## config.mk

```make
export PLATFORM = sky130hd
export DESIGN_NAME = tile_source_address_map_core_flat
export DESIGN_NICKNAME = d
export VERILOG_FILES = /design/src/rtl/tsam_pkg.sv /design/src/rtl/tsam_if.sv /design/src/rtl/tile_source_address_map_core.sv /design/src/rtl/tsam_cfg.sv /design/src/rtl/tsam_front.sv /design/src/rtl/tsam_queue.sv /design/src/rtl/tsam_back.sv /design/src/flat_wrapper.sv
export SDC_FILE = /design/constraint.sdc
export NUM_CORES = 2
export LEC_CHECK = 0
export ABC_AREA = 1
export BUFFER_PORTS_ARGS = -buffer_cell sky130_fd_sc_hd__buf_2
export CORE_ASPECT_RATIO = 1.5
export CORE_UTILIZATION = 55
export DETAILED_ROUTE_END_ITERATION = 8
export GPL_TIMING_DRIVEN = 0
export HOLD_SLACK_MARGIN = 0.1
export PLACE_DENSITY = 0.77
export SLEW_MARGIN = 15
export SYNTH_ARGS = -nofsm -noshare
export SYNTH_HDL_FRONTEND = slang
export SYNTH_HIERARCHICAL = 1
export SYNTH_SLANG_ARGS = --single-unit
```

## constraint.sdc

```tcl
create_clock -name clock -period 39.2 [get_ports clock]
set_clock_uncertainty 0.1 [all_clocks]
set_input_delay 5.88 -clock clock [delete_from_list [all_inputs] [get_ports clock]]
set_output_delay 5.88 -clock clock [all_outputs]
set_load 0.01 [all_outputs]
```

## src/rtl/tsam_pkg.sv

```systemverilog
`timescale 1ns / 1ps
// ----------------------------------------------------------------------------
// Tile source address map package
// Shared widths, register indexes, payload types and arithmetic helpers.
// ----------------------------------------------------------------------------
package tsam_pkg;

   localparam int MAX_DIM_DEF = 4096;
   localparam int CRD_W       = 12;
   localparam int DIM_W       = 13;
   localparam int ADDR_W      = 24;
   localparam int IDX_W       = 2;
   localparam int DIV_STEPS   = CRD_W;
   localparam int CFG_STEPS   = DIM_W;
   localparam int CNT_W       = 4;

   localparam logic [IDX_W-1:0] REG_IMAGE_WIDTH  = 2'd0;
   localparam logic [IDX_W-1:0] REG_IMAGE_HEIGHT = 2'd1;
   localparam logic [IDX_W-1:0] REG_TILE_FACTOR  = 2'd2;

   // One coordinate in flight through the remainder pipeline.
   typedef struct packed {
      logic [CRD_W-1:0] dvd;
      logic [DIM_W-1:0] dvs;
      logic [DIM_W-1:0] rem;
   } div_type;

   typedef struct packed {
      logic    oor;
      div_type row;
      div_type col;
   } entry_type;

   typedef struct packed {
      logic             busy;
      logic [DIM_W-1:0] width;
      logic [DIM_W-1:0] height;
      logic [DIM_W-1:0] factor;
      logic [DIM_W-1:0] tile_w;
      logic [DIM_W-1:0] tile_h;
      logic [DIM_W-1:0] switch_x;
      logic [DIM_W-1:0] switch_y;
   } cfg_type;

   function automatic logic [DIM_W-1:0] clamp_dim(logic [DIM_W-1:0] v, int max_dim);
      logic [DIM_W-1:0] r;
      r = v;
      if (v == '0) begin
         r = DIM_W'(1);
      end else if (int'(v) > max_dim) begin
         r = DIM_W'(max_dim);
      end
      return r;
   endfunction

   // One restoring remainder step: brings in the next dividend bit.
   function automatic div_type div_step(div_type s);
      div_type          r;
      logic [DIM_W:0]   trial;
      r     = s;
      trial = {s.rem, s.dvd[CRD_W-1]};
      if (trial >= {1'b0, s.dvs}) begin
         trial = trial - {1'b0, s.dvs};
      end
      r.rem = trial[DIM_W-1:0];
      r.dvd = {s.dvd[CRD_W-2:0], 1'b0};
      return r;
   endfunction

endpackage

```

## src/rtl/tsam_if.sv

```systemverilog
`timescale 1ns / 1ps
// ----------------------------------------------------------------------------
// Tile source address map channels
// Valid/ready channels for requests, responses and register writes.
// ----------------------------------------------------------------------------
interface tsam_req_if import tsam_pkg::*; ();
   logic             valid;
   logic             ready;
   logic [CRD_W-1:0] out_row;
   logic [CRD_W-1:0] out_col;
   modport source (output valid, out_row, out_col, input ready);
   modport sink   (input valid, out_row, out_col, output ready);
endinterface

interface tsam_rsp_if import tsam_pkg::*; ();
   logic              valid;
   logic              ready;
   logic [CRD_W-1:0]  src_row;
   logic [CRD_W-1:0]  src_col;
   logic [ADDR_W-1:0] src_addr;
   logic              out_of_range;
   modport source (output valid, src_row, src_col, src_addr, out_of_range, input ready);
   modport sink   (input valid, src_row, src_col, src_addr, out_of_range, output ready);
endinterface

interface tsam_csr_if import tsam_pkg::*; ();
   logic             valid;
   logic             ready;
   logic [IDX_W-1:0] index;
   logic [DIM_W-1:0] data;
   modport source (output valid, index, data, input ready);
   modport sink   (input valid, index, data, output ready);
endinterface

```

## src/rtl/tile_source_address_map_core.sv

```systemverilog
`timescale 1ns / 1ps
// ----------------------------------------------------------------------------
// Tile source address map core
// Maps an output pixel coordinate to its source pixel and linear address.
// ----------------------------------------------------------------------------
//
//   Channel  Direction  Carries
//   req_ch   in         out_row, out_col of one output pixel
//   rsp_ch   out        src_row, src_col, src_addr, out_of_range
//   csr_ch   in         index and data of one register write
//
// One request is accepted per clock unless a write or a stall holds it off;
// each result passes one queue entry, an input stage, twelve remainder
// stages, one scaling multiply and one address multiply-add into the output
// register. A register write derives the tile sizes and switch points with
// a one-bit-per-cycle divider; requests and writes are held off meanwhile.
// Reset clears all registers to one and the derived state to its reset values.
// A stalled response freezes the back end; the two-entry queue lets the front
// end keep taking requests until it fills.
// ----------------------------------------------------------------------------
module tile_source_address_map_core import tsam_pkg::*; #(
   parameter int MAX_DIM = MAX_DIM_DEF
) (
   input  logic        clock,
   input  logic        reset,
   tsam_req_if.sink    req_ch,
   tsam_rsp_if.source  rsp_ch,
   tsam_csr_if.sink    csr_ch
);

   cfg_type   cfg;
   logic      fq_valid, fq_ready, bq_valid, bq_pop;
   entry_type fq_data, bq_data;

   // Register file and derivation of the tile geometry.
   tsam_cfg #(.MAX_DIM(MAX_DIM)) u_cfg (
      .clock  (clock),
      .reset  (reset),
      .csr_ch (csr_ch),
      .cfg    (cfg)
   );

   // Range check and selection of the tile each coordinate falls in.
   tsam_front u_front (
      .req_ch  (req_ch),
      .cfg     (cfg),
      .q_ready (fq_ready),
      .q_valid (fq_valid),
      .q_data  (fq_data)
   );

   tsam_queue u_queue (
      .clock    (clock),
      .reset    (reset),
      .wr_valid (fq_valid),
      .wr_ready (fq_ready),
      .wr_data  (fq_data),
      .rd_valid (bq_valid),
      .rd_pop   (bq_pop),
      .rd_data  (bq_data)
   );

   // Offset within the tile, scale by the factor and form the address.
   tsam_back u_back (
      .clock   (clock),
      .reset   (reset),
      .cfg     (cfg),
      .q_valid (bq_valid),
      .q_data  (bq_data),
      .q_pop   (bq_pop),
      .rsp_ch  (rsp_ch)
   );

endmodule

```

## src/rtl/tsam_cfg.sv

```systemverilog
`timescale 1ns / 1ps
// ----------------------------------------------------------------------------
// Tile source address map configuration
// Register file and sequential derivation of tile sizes and switch points.
// ----------------------------------------------------------------------------
module tsam_cfg import tsam_pkg::*; #(
   parameter int MAX_DIM = MAX_DIM_DEF
) (
   input  logic        clock,
   input  logic        reset,
   tsam_csr_if.sink    csr_ch,
   output cfg_type     cfg
);

   localparam logic [1:0] ST_IDLE = 2'd0;
   localparam logic [1:0] ST_LOAD = 2'd1;
   localparam logic [1:0] ST_DIV  = 2'd2;
   localparam logic [1:0] ST_MUL  = 2'd3;

   logic [1:0]       state_ff, state_in;
   logic [CNT_W-1:0] cnt_ff, cnt_in;
   logic [DIM_W-1:0] raw_w_ff, raw_w_in, raw_h_ff, raw_h_in, raw_n_ff, raw_n_in;
   logic [DIM_W-1:0] w_ff, w_in, h_ff, h_in, n_ff, n_in;
   logic [DIM_W-1:0] dw_ff, dw_in, dh_ff, dh_in;
   logic [DIM_W-1:0] qw_ff, qw_in, qh_ff, qh_in;
   logic [DIM_W-1:0] rw_ff, rw_in, rh_ff, rh_in;
   logic [DIM_W-1:0] tw_ff, tw_in, th_ff, th_in, sx_ff, sx_in, sy_ff, sy_in;
   logic [DIM_W:0]   trial_w, trial_h;
   logic [2*DIM_W:0] prod_x, prod_y;

   assign csr_ch.ready = (state_ff == ST_IDLE);

   always_comb begin
      state_in = state_ff;
      cnt_in   = cnt_ff;
      raw_w_in = raw_w_ff;
      raw_h_in = raw_h_ff;
      raw_n_in = raw_n_ff;
      w_in  = w_ff;  h_in  = h_ff;  n_in  = n_ff;
      dw_in = dw_ff; dh_in = dh_ff;
      qw_in = qw_ff; qh_in = qh_ff;
      rw_in = rw_ff; rh_in = rh_ff;
      tw_in = tw_ff; th_in = th_ff;
      sx_in = sx_ff; sy_in = sy_ff;
      trial_w = {rw_ff, dw_ff[DIM_W-1]};
      trial_h = {rh_ff, dh_ff[DIM_W-1]};
      prod_x  = rw_ff * ({1'b0, qw_ff} + (DIM_W+1)'(1));
      prod_y  = rh_ff * ({1'b0, qh_ff} + (DIM_W+1)'(1));
      unique case (state_ff)
         ST_IDLE: begin
            if (csr_ch.valid) begin
               case (csr_ch.index)
                  REG_IMAGE_WIDTH: begin
                     raw_w_in = csr_ch.data;
                     state_in = ST_LOAD;
                  end
                  REG_IMAGE_HEIGHT: begin
                     raw_h_in = csr_ch.data;
                     state_in = ST_LOAD;
                  end
                  REG_TILE_FACTOR: begin
                     raw_n_in = csr_ch.data;
                     state_in = ST_LOAD;
                  end
                  default: ;
               endcase
            end
         end
         ST_LOAD: begin
            w_in  = clamp_dim(raw_w_ff, MAX_DIM);
            h_in  = clamp_dim(raw_h_ff, MAX_DIM);
            n_in  = clamp_dim(raw_n_ff, MAX_DIM);
            dw_in = w_in;
            dh_in = h_in;
            rw_in = '0;
            rh_in = '0;
            qw_in = '0;
            qh_in = '0;
            cnt_in   = '0;
            state_in = ST_DIV;
         end
         ST_DIV: begin
            if (trial_w >= {1'b0, n_ff}) begin
               trial_w = trial_w - {1'b0, n_ff};
               qw_in   = {qw_ff[DIM_W-2:0], 1'b1};
            end else begin
               qw_in   = {qw_ff[DIM_W-2:0], 1'b0};
            end
            if (trial_h >= {1'b0, n_ff}) begin
               trial_h = trial_h - {1'b0, n_ff};
               qh_in   = {qh_ff[DIM_W-2:0], 1'b1};
            end else begin
               qh_in   = {qh_ff[DIM_W-2:0], 1'b0};
            end
            rw_in  = trial_w[DIM_W-1:0];
            rh_in  = trial_h[DIM_W-1:0];
            dw_in  = {dw_ff[DIM_W-2:0], 1'b0};
            dh_in  = {dh_ff[DIM_W-2:0], 1'b0};
            cnt_in = cnt_ff + CNT_W'(1);
            if (cnt_ff == CNT_W'(CFG_STEPS - 1)) begin
               state_in = ST_MUL;
            end
         end
         ST_MUL: begin
            // The switch point never exceeds the image size, so it fits.
            tw_in = qw_ff;
            th_in = qh_ff;
            sx_in = prod_x[DIM_W-1:0];
            sy_in = prod_y[DIM_W-1:0];
            state_in = ST_IDLE;
         end
         default: state_in = ST_IDLE;
      endcase
   end

   always_ff @(posedge clock) begin
      if (reset) begin
         state_ff <= ST_IDLE;
         raw_w_ff <= DIM_W'(1);
         raw_h_ff <= DIM_W'(1);
         raw_n_ff <= DIM_W'(1);
         w_ff  <= DIM_W'(1);
         h_ff  <= DIM_W'(1);
         n_ff  <= DIM_W'(1);
         tw_ff <= DIM_W'(1);
         th_ff <= DIM_W'(1);
         sx_ff <= '0;
         sy_ff <= '0;
      end else begin
         state_ff <= state_in;
         raw_w_ff <= raw_w_in;
         raw_h_ff <= raw_h_in;
         raw_n_ff <= raw_n_in;
         w_ff  <= w_in;
         h_ff  <= h_in;
         n_ff  <= n_in;
         tw_ff <= tw_in;
         th_ff <= th_in;
         sx_ff <= sx_in;
         sy_ff <= sy_in;
      end
      cnt_ff <= cnt_in;
      dw_ff  <= dw_in;
      dh_ff  <= dh_in;
      qw_ff  <= qw_in;
      qh_ff  <= qh_in;
      rw_ff  <= rw_in;
      rh_ff  <= rh_in;
   end

   assign cfg.busy     = (state_ff != ST_IDLE);
   assign cfg.width    = w_ff;
   assign cfg.height   = h_ff;
   assign cfg.factor   = n_ff;
   assign cfg.tile_w   = tw_ff;
   assign cfg.tile_h   = th_ff;
   assign cfg.switch_x = sx_ff;
   assign cfg.switch_y = sy_ff;

endmodule

```

## src/rtl/tsam_front.sv

```systemverilog
`timescale 1ns / 1ps
// ----------------------------------------------------------------------------
// Tile source address map front end
// Accepts requests, checks range and picks the dividend and divisor per axis.
// ----------------------------------------------------------------------------
module tsam_front import tsam_pkg::*; (
   tsam_req_if.sink  req_ch,
   input  cfg_type   cfg,
   input  logic      q_ready,
   output logic      q_valid,
   output entry_type q_data
);

   function automatic div_type classify(logic [CRD_W-1:0] c, logic [DIM_W-1:0] sw,
                                        logic [DIM_W-1:0] tile);
      div_type r;
      r.rem = '0;
      if ({1'b0, c} >= sw) begin
         // Narrow tiles past the switch point.
         r.dvd = c - sw[CRD_W-1:0];
         r.dvs = tile;
      end else begin
         r.dvd = c;
         r.dvs = tile + DIM_W'(1);
      end
      // A zero divisor yields a zero offset.
      if (r.dvs == '0) begin
         r.dvd = '0;
      end
      return r;
   endfunction

   assign req_ch.ready = q_ready && !cfg.busy;
   assign q_valid      = req_ch.valid && !cfg.busy;

   always_comb begin
      q_data.oor = ({1'b0, req_ch.out_row} >= cfg.height) ||
                   ({1'b0, req_ch.out_col} >= cfg.width);
      q_data.row = classify(req_ch.out_row, cfg.switch_y, cfg.tile_h);
      q_data.col = classify(req_ch.out_col, cfg.switch_x, cfg.tile_w);
   end

endmodule

```

## src/rtl/tsam_queue.sv

```systemverilog
`timescale 1ns / 1ps
// ----------------------------------------------------------------------------
// Tile source address map queue
// Two-entry FIFO that decouples the front end from the back end.
// ----------------------------------------------------------------------------
module tsam_queue import tsam_pkg::*; (
   input  logic      clock,
   input  logic      reset,
   input  logic      wr_valid,
   output logic      wr_ready,
   input  entry_type wr_data,
   output logic      rd_valid,
   input  logic      rd_pop,
   output entry_type rd_data
);

   entry_type  mem_ff [2];
   logic       wp_ff, rp_ff;
   logic [1:0] cnt_ff, cnt_in;
   logic       push, pop;

   assign wr_ready = (cnt_ff != 2'd2);
   assign rd_valid = (cnt_ff != 2'd0);
   assign push     = wr_valid && wr_ready;
   assign pop      = rd_pop && rd_valid;
   assign rd_data  = mem_ff[rp_ff];

   always_comb begin
      cnt_in = cnt_ff;
      if (push && !pop) begin
         cnt_in = cnt_ff + 2'd1;
      end else if (pop && !push) begin
         cnt_in = cnt_ff - 2'd1;
      end
   end

   always_ff @(posedge clock) begin
      if (reset) begin
         wp_ff  <= 1'b0;
         rp_ff  <= 1'b0;
         cnt_ff <= 2'd0;
      end else begin
         if (push) begin
            wp_ff <= !wp_ff;
         end
         if (pop) begin
            rp_ff <= !rp_ff;
         end
         cnt_ff <= cnt_in;
      end
      if (push) begin
         mem_ff[wp_ff] <= wr_data;
      end
   end

endmodule

```

## src/rtl/tsam_back.sv

```systemverilog
`timescale 1ns / 1ps
// ----------------------------------------------------------------------------
// Tile source address map back end
// Pipelined remainder, scale by the factor, linear address, output register.
// ----------------------------------------------------------------------------
module tsam_back import tsam_pkg::*; (
   input  logic      clock,
   input  logic      reset,
   input  cfg_type   cfg,
   input  logic      q_valid,
   input  entry_type q_data,
   output logic      q_pop,
   tsam_rsp_if.source rsp_ch
);

   entry_type            st_ff [DIV_STEPS+1];
   logic [DIV_STEPS:0]   vld_ff;
   logic                 mv_ff, mo_ff;
   logic [DIM_W-1:0]     sr_ff, sc_ff;
   logic                 ov_ff, oo_ff;
   logic [CRD_W-1:0]     or_ff, oc_ff;
   logic [ADDR_W-1:0]    oa_ff;
   logic                 adv;
   logic [2*DIM_W-1:0]   pr, pc, pa;
   logic [2*DIM_W:0]     addr;

   // The whole pipeline moves whenever the output register can take a result.
   assign adv   = !ov_ff || rsp_ch.ready;
   assign q_pop = adv;

   assign pr   = st_ff[DIV_STEPS].row.rem * cfg.factor;
   assign pc   = st_ff[DIV_STEPS].col.rem * cfg.factor;
   assign pa   = sr_ff * cfg.width;
   assign addr = {1'b0, pa} + {{(DIM_W+1){1'b0}}, sc_ff};

   always_ff @(posedge clock) begin
      if (reset) begin
         vld_ff <= '0;
         mv_ff  <= 1'b0;
         ov_ff  <= 1'b0;
      end else if (adv) begin
         vld_ff <= {vld_ff[DIV_STEPS-1:0], q_valid};
         mv_ff  <= vld_ff[DIV_STEPS];
         ov_ff  <= mv_ff;
      end
   end

   always_ff @(posedge clock) begin
      if (adv) begin
         st_ff[0] <= q_data;
         for (int k = 1; k <= DIV_STEPS; k++) begin
            st_ff[k].oor <= st_ff[k-1].oor;
            st_ff[k].row <= div_step(st_ff[k-1].row);
            st_ff[k].col <= div_step(st_ff[k-1].col);
         end
         mo_ff <= st_ff[DIV_STEPS].oor;
         sr_ff <= pr[DIM_W-1:0];
         sc_ff <= pc[DIM_W-1:0];
         oo_ff <= mo_ff;
         if (mo_ff) begin
            or_ff <= '0;
            oc_ff <= '0;
            oa_ff <= '0;
         end else begin
            or_ff <= sr_ff[CRD_W-1:0];
            oc_ff <= sc_ff[CRD_W-1:0];
            oa_ff <= addr[ADDR_W-1:0];
         end
      end
   end

   assign rsp_ch.valid        = ov_ff;
   assign rsp_ch.src_row      = or_ff;
   assign rsp_ch.src_col      = oc_ff;
   assign rsp_ch.src_addr     = oa_ff;
   assign rsp_ch.out_of_range = oo_ff;

endmodule

```

## src/flat_wrapper.sv

```systemverilog
// flat-port wrapper written by rule: the top's interface ports become plain ports
module tile_source_address_map_core_flat import tsam_pkg::*;
#(
   parameter int MAX_DIM = MAX_DIM_DEF
)
  (clock, reset, req_ch_valid, req_ch_out_row, req_ch_out_col, req_ch_ready, rsp_ch_valid, rsp_ch_src_row, rsp_ch_src_col, rsp_ch_src_addr, rsp_ch_out_of_range, rsp_ch_ready, csr_ch_valid, csr_ch_index, csr_ch_data, csr_ch_ready);
  tsam_req_if req_ch_i ();
  tsam_rsp_if rsp_ch_i ();
  tsam_csr_if csr_ch_i ();
  input  logic clock;
  input  logic reset;
  input wire logic [$bits(req_ch_i.valid)-1:0] req_ch_valid;
  input wire logic [$bits(req_ch_i.out_row)-1:0] req_ch_out_row;
  input wire logic [$bits(req_ch_i.out_col)-1:0] req_ch_out_col;
  output wire logic [$bits(req_ch_i.ready)-1:0] req_ch_ready;
  output wire logic [$bits(rsp_ch_i.valid)-1:0] rsp_ch_valid;
  output wire logic [$bits(rsp_ch_i.src_row)-1:0] rsp_ch_src_row;
  output wire logic [$bits(rsp_ch_i.src_col)-1:0] rsp_ch_src_col;
  output wire logic [$bits(rsp_ch_i.src_addr)-1:0] rsp_ch_src_addr;
  output wire logic [$bits(rsp_ch_i.out_of_range)-1:0] rsp_ch_out_of_range;
  input wire logic [$bits(rsp_ch_i.ready)-1:0] rsp_ch_ready;
  input wire logic [$bits(csr_ch_i.valid)-1:0] csr_ch_valid;
  input wire logic [$bits(csr_ch_i.index)-1:0] csr_ch_index;
  input wire logic [$bits(csr_ch_i.data)-1:0] csr_ch_data;
  output wire logic [$bits(csr_ch_i.ready)-1:0] csr_ch_ready;
  assign req_ch_i.valid = req_ch_valid;
  assign req_ch_i.out_row = req_ch_out_row;
  assign req_ch_i.out_col = req_ch_out_col;
  assign req_ch_ready = req_ch_i.ready;
  assign rsp_ch_valid = rsp_ch_i.valid;
  assign rsp_ch_src_row = rsp_ch_i.src_row;
  assign rsp_ch_src_col = rsp_ch_i.src_col;
  assign rsp_ch_src_addr = rsp_ch_i.src_addr;
  assign rsp_ch_out_of_range = rsp_ch_i.out_of_range;
  assign rsp_ch_i.ready = rsp_ch_ready;
  assign csr_ch_i.valid = csr_ch_valid;
  assign csr_ch_i.index = csr_ch_index;
  assign csr_ch_i.data = csr_ch_data;
  assign csr_ch_ready = csr_ch_i.ready;
  tile_source_address_map_core #(.MAX_DIM(MAX_DIM)) u_core (.clock(clock), .reset(reset), .req_ch(req_ch_i), .rsp_ch(rsp_ch_i), .csr_ch(csr_ch_i));
endmodule
```

Word level (Yosys, flattened, before mapping):

Memory sizes are Yosys's and may differ from the RTL's. A register that Yosys moved wholly into a read port is not among the register bits.
Cells that the tools add are included.

* bits in registers: 309
* bits in writable memories: 1103
* bits of input ports: 44
* output and inout bits: 52
* logic and storage cells: 228
* memories: 2

Memories
* u_core.u_back.st_ff: depth 13, bits a word 77, read ports 13, clocked after Yosys merged registers in 0, write ports 13, RTL line tsam_back.sv:16 `entry_type st_ff [DIV_STEPS+1];`
* u_core.u_queue.mem_ff: depth 2, bits a word 51, read ports 1, clocked after Yosys merged registers in 1, write ports 1, RTL line tsam_queue.sv:17 `entry_type mem_ff [2];`

* $add $sub $neg: 36
* multipliers: 5
* $lt $le $gt $ge: 33
* equality and inequality tests: 10
* muxes and demuxes: 81
* reductions and logical operators: 30

Operators by type and width (number)
* 13-bit two-way mux: 56
* 14-bit by 13-bit greater-or-equal comparator with 1-bit output: 26
* 13-bit subtractor: 26
* 13-bit case mux with 2 select lines: 6
* 13-bit zero test: 5
* 12-bit by 13-bit greater-or-equal comparator with 1-bit output: 4
* 25-bit two-way mux: 2
* 13-bit > comparator (second input constant): 3
* 13-bit by 1-bit adder with 14-bit output (second input constant): 2
* 13-bit by 14-bit multiplier with 13-bit output: 2
* 13-bit by 1-bit adder with 13-bit output (second input constant): 2
* 13-bit by 13-bit multiplier with 13-bit output: 2
* 24-bit by 13-bit adder with 24-bit output: 1
* 13-bit by 13-bit multiplier with 24-bit output: 1
* 12-bit two-way mux: 2
* 12-bit subtractor: 2
* 3-bit AND reduction: 4
* 2-bit two-way mux: 5
* 1-bit two-way mux: 8
* 2-bit != test (second input constant): 4
* 2-bit case mux with 4 select lines: 1
* 4-bit case mux with 2 select lines: 1
* 2-bit nonzero test: 4
* 2-bit == test (second input constant): 3
* 10 further kinds: 23

Longest topological paths before layout:

* word-level depth: 8
* mapped depth: 30
* gate-level depth less buffers: 30

Hierarchy:

Netlist, hierarchy kept.

Modules (own cells, without submodules)
* tsam_back: instances 1, cells an instance 6273, area an instance 60340.4 um^2, seq. area each 27176.1 um^2
* tsam_cfg: instances 1, cells an instance 1987, area an instance 15264.6 um^2, seq. area each 5104.9 um^2
* tsam_queue: instances 1, cells an instance 277, area an instance 5930.7 um^2, seq. area each 4724.5 um^2
* tsam_front: instances 1, cells an instance 664, area an instance 3824.9 um^2, seq. area each 0.0 um^2

Least setup slack after synthesis:

OpenSTA, ideal clock, no wires.

* path type: input to register
* start: in rsp_ch_ready
* end: reg (tool-made name)
* library setup time: 0.146 ns
* arrival: 32.686 ns
* required time: 38.954 ns
* setup slack: 6.268 ns
* cell stages on the path: 5
* path buffers: 1
* cells stage by stage: nor2_1 > inv_1 > clkbuf_1 > a21oi_1 > nor2_1

RTL lines
* start: declaration: RTL line flat_wrapper.sv:21 `input wire logic [$bits(rsp_ch_i.ready)-1:0] rsp_ch_ready;`

Final worst setup path:

* start: in rsp_ch_ready
* end: reg u_core.u_queue.cnt_ff[1]

* cells in the longest elaborated chain, start to end: 5
* elaborated cells between the ends (all ways): 7
* those cells by class: mux: 1; reduce/logical: 6

RTL lines
* 1-bit logical OR *: RTL line tsam_back.sv:28 `assign adv = !ov_ff || rsp_ch.ready;`
* named net u_core.bq_pop: RTL line tile_source_address_map_core.sv:32 `logic fq_valid, fq_ready, bq_valid, bq_pop;`
* 1-bit logical AND *: RTL line tsam_queue.sv:25 `assign pop = rd_pop && rd_valid;`
* 1-bit zero test: RTL line tsam_queue.sv:30 `if (push && !pop) begin`
* 1-bit logical AND: RTL line tsam_queue.sv:30
* 2-bit two-way mux or 2-bit nonzero test (tied branches)
* end signal: assignment: RTL line tsam_queue.sv:49 `cnt_ff <= cnt_in;`
* end: declaration: RTL line tsam_queue.sv:19 `logic [1:0] cnt_ff, cnt_in;`

Mark *: on every way through the listed nets, which the timed path passes. The rest lies on a longest branch.
A chain may end at the register's enable or synchronous reset.

==> impl_metrics.sql <==
INSERT INTO impl_metrics (metric_group, metric, value, unit) VALUES
('cts', 'clock_latency_on_the_worst_skew_pair', '0.78', 'ns'),
('min_path', 'hp_class', 'reg2reg', ''),
('placed_design', 'post-place-cells', '11400', ''),
('yosys', 'synth.top_cells.by_area', 'sky130_fd_sc_hd__edfxtp_1, sky130_fd_sc_hd__ha_1, sky130_fd_sc_hd__fa_1', ''),
('die', 'design.die.area', '0.157', 'mm^2'),
('final_layout', 'fin_nets', '10500', ''),
('cts', 'path_clk_slew', '0.06', 'ns'),
('final_layout', 'syn_to_final_growth', '9.26', '%'),
('setup_path', 'timing.critical_path.from', 'rsp_ch_ready', ''),
('yosys', 'netlist_instances', '9201', ''),
('setup_path', 'setup.worst_path.end_class', 'register', ''),
('yosys', 'netlist-cell-type-count', '62', ''),
('cts', 'post_cts_resized', '0', ''),
('cts', 'ctsRootBufferMaster', 'sky130_fd_sc_hd__clkbuf_16', ''),
('yosys', 'synth_top_cell_by_area', 'sky130_fd_sc_hd__edfxtp_1', ''),
('yosys', 'number_of_enable_flip_flop_cells_after_synthesis', '1131', ''),
('final_layout', 'layout-drive-gt1-share', '9.58', '%'),
('cts', 'cts_inserted_buffers', '119', ''),
('timing', 'finalCritPeriodShare', '22.6', '%'),
('routing', 'firstDrtPassIters', '6', ''),
('setup_path', 'critPathRequiredTime', '39.78', 'ns'),
('yosys', 'yosysWarnings', '6', ''),
('timing', 'clock.fmax', '0.113', 'GHz'),
('global_routing', 'grt_pass1_wl', '328', 'mm'),
('setup_path', 'worst_path_maximum_fanout', '63', ''),
('global_routing', 'via_count_of_the_first_global_routing_pass', '64400', ''),
('timing', 'slew_viol_final', '0', ''),
('yosys', 'synth-async-reset-ratio', '0', '%'),
('setup_path', 'arrival_worst_endpoint', '9.42', 'ns'),
('final_layout', 'stdcell_count', '11600', ''),
('global_routing', 'gr-total-overflow', '0', ''),
('routing', 'drt_first_iter_violations', '4145', ''),
('die', 'fp.coreArea', '0.154', 'mm^2'),
('die', 'initial_util', '55.5', '%'),
('final_layout', 'largest_register_ff_count', '819', ''),
('cts', 'cts-htree-levels', '3', ''),
('cts', 'cts.sink_count', '1283', ''),
('min_path', 'hold_path_startpoint', 'u_core/u_back/st_ff[1][73]$_DFFE_PP_', ''),
('timing', 'setup_violations', '0', ''),
('die', 'num_io_pins', '96', ''),
('final_layout', 'num-fill-cells', '12900', ''),
('routing', 'ant_nets', '0', ''),
('yosys', 'netlist_area', '0.0854', 'mm^2'),
('yosys', 'synth_top_flop_cell', 'sky130_fd_sc_hd__edfxtp_1', ''),
('cts', 'cts_tree', 'yes', ''),
('cts', 'cts.hold.buffers_added', '0', ''),
('routing', 'detailroute.via_count', '63000', ''),
('final_layout', 'max_flop_register', 'u_core/u_back/st_ff', ''),
('cts', 'post_cts_repair_timing_setup_buffer_count', '0', ''),
('timing', 'measured_slew_at_the_worst_slew_check_pin', '1.04', 'ns'),
('setup_path', 'setup.worst_path.start_class', 'primary input', ''),
('placed_design', 'dp_hpwl', '162', 'mm'),
('routing', 'routed_wire_per_std_cell', '17.6', 'um'),
('setup_path', 'reg2reg_from', 'u_core/u_cfg/w_ff[6]$_SDFFE_PP0N_', ''),
('yosys', 'synth.top_cells.by_count', 'sky130_fd_sc_hd__nand2_1, sky130_fd_sc_hd__inv_1, sky130_fd_sc_hd__edfxtp_1', ''),
('timing', 'timing_hold_violations_final', '0', ''),
('die', 'site_rows', '176', ''),
('routing', 'finalWirelength', '205', 'mm'),
('yosys', 'synth_top_area_share', '39.8', '%'),
('cts', 'clk_path_buf_depth', '3', ''),
('yosys', 'syn_avg_cell_area', '9.28', 'um^2'),
('setup_path', 'worstSetupPathType', 'in2reg', ''),
('run', 'timing.max_cap.violations', '0', ''),
('die', 'chipHeight', '484', 'um'),
('global_routing', 'grt_start_max_net_pins', '64', ''),
('die', 'dieWidth', '324', 'um'),
('routing', 'drc_errors', '0', ''),
('placed_design', 'i_o_buffers', '95', ''),
('global_routing', 'grt_antenna_before_repair', '6', ''),
('timing', 'finalCriticalPeriod', '8.84', 'ns'),
('timing', 'timing.max_slew.rel_slack', '30.9', '%'),
('yosys', 'postSynthRegisterBits', '1283', ''),
('yosys', 'synth.yosys.seq_area_share', '43.4', '%'),
('yosys', 'yosysMostFrequentCell', 'sky130_fd_sc_hd__nand2_1', ''),
('run_status', 'run_status', 'completed', ''),
('global_routing', 'total_global_routing_track_utilization', '26.5', '%'),
('placed_design', 'gp_congestion', '0.996', ''),
('timing', 'totalNegativeSetupSlack', '0', 'ns'),
('routing', 'routed_via_density', '5.43', ''),
('timing', 'setup_repair_after_global_routing_missed_its_margin', 'false', '');
per-layer routing:
layer	up-vias	global-route usage, %	wire [um]
met5	-	0	13
met1	30100	29.7	76700
met2	1813	48.4	107000
met4	2	14.9	11800
met3	591	2.90	9510
li1	30600	-	-
layout by cell type (no fill, tap or decap), types with 26 or more instances in the layout:
cell / instances
sky130_fd_sc_hd__a21o_1: 58
sky130_fd_sc_hd__a21oi_1: 442
sky130_fd_sc_hd__a21oi_2: 197
sky130_fd_sc_hd__a31oi_1: 104
sky130_fd_sc_hd__buf_2: 123
sky130_fd_sc_hd__buf_4: 31
sky130_fd_sc_hd__buf_6: 56
sky130_fd_sc_hd__clkbuf_1: 126
sky130_fd_sc_hd__clkbuf_16: 123
sky130_fd_sc_hd__conb_1: 26
sky130_fd_sc_hd__dfxtp_1: 152
sky130_fd_sc_hd__edfxtp_1: 1131
sky130_fd_sc_hd__fa_1: 349
sky130_fd_sc_hd__ha_1: 611
sky130_fd_sc_hd__inv_1: 1637
sky130_fd_sc_hd__inv_2: 29
sky130_fd_sc_hd__mux2_2: 47
sky130_fd_sc_hd__mux2_4: 30
sky130_fd_sc_hd__nand2_1: 1784
sky130_fd_sc_hd__nand2_2: 26
sky130_fd_sc_hd__nand3_1: 323
sky130_fd_sc_hd__nand3_2: 29
sky130_fd_sc_hd__nand4_1: 100
sky130_fd_sc_hd__nor2_1: 844
sky130_fd_sc_hd__nor2_2: 66
sky130_fd_sc_hd__nor3_1: 142
sky130_fd_sc_hd__o21ai_0: 325
sky130_fd_sc_hd__o21bai_1: 78
sky130_fd_sc_hd__xnor2_1: 119
sky130_fd_sc_hd__xor2_1: 195
worst paths after layout:
check	depth (start not counted)	slack (ns)	end
min	0	0.29	u_core/u_back/st_ff[2][74]$_DFFE_PP_
max	16	30.36	u_core/u_queue/cnt_ff[1]$_SDFFE_PP0P_
min reg2reg	0	0.29	u_core/u_back/st_ff[2][74]$_DFFE_PP_
max reg2reg	18	32.41	u_core/u_back/rsp_ch.src_addr[23]$_SDFFCE_PP0P_
logic make-up (layout without fill, tap and decap cells):
logic type                 count (synthesis)  after routing  synth area share, %
and+or+nand+nor                         3367           3367                 16.6
buffers and inverters                   1901           2244                 9.09
AOI/OAI and AO/OA                       1294           1294                 9.38
DFF                                     1283           1283                 43.4
adders and majority gates                961            961                 17.2
xor gates and xnor gates                 315            315                 3.25
muxes                                     79             79                 1.17
other                                      1             30              0.00439
critical path, cell delays in order:
cell	delay [ns]
sky130_fd_sc_hd__buf_2	0.14
sky130_fd_sc_hd__nor2_1	0.14
sky130_fd_sc_hd__inv_1	0.18
sky130_fd_sc_hd__clkbuf_4	0.68
sky130_fd_sc_hd__buf_16	0.34
sky130_fd_sc_hd__buf_16	0.32
sky130_fd_sc_hd__buf_12	0.25
sky130_fd_sc_hd__buf_12	0.28
sky130_fd_sc_hd__buf_16	0.29
sky130_fd_sc_hd__nand2_1	0.10
sky130_fd_sc_hd__ha_1	0.33
sky130_fd_sc_hd__inv_1	0.08
sky130_fd_sc_hd__nand3_1	0.07
sky130_fd_sc_hd__nand2_1	0.07
sky130_fd_sc_hd__inv_1	0.05
sky130_fd_sc_hd__nor2_1	0.10
per-stage QoR:
step | setup slack [ns] | hold WS, ns | utilization (%) | area, um^2
3_5_place_dp | 29.61 | 0.305 | 58.0 | 89100
5_1_grt | 30.11 | 0.286 | 60.7 | 93300
2_1_floorplan | 6.27 | 0.300 | - | 85500
6_report | 30.36 | 0.292 | 60.7 | 93300
4_1_cts | 30.40 | 0.271 | 60.7 | 93300
3_3_place_gp | -2.77 | 0.300 | 57.6 | 88500
final cells by class:
cell class | count | area, um^2 | share of cell area, %
diodes | 4 | 10.0 | 0.0107
plain buffers | 230 | 1490 | 1.60
clock buffers | 148 | 3210 | 3.44
clock inverters | 77 | 917 | 0.983
inverters | 1671 | 6270 | 6.73
multi-input cells | 6042 | 40700 | 43.7
flip-flops and latches | 1283 | 37000 | 39.7
well taps | 2047 | 2560 | 2.75
repair buffers | 118 | 1080 | 1.16
Power is left out: the tool's default activity adds up to more than one toggle a clock period on the data nets, which glitch-free logic cannot reach.
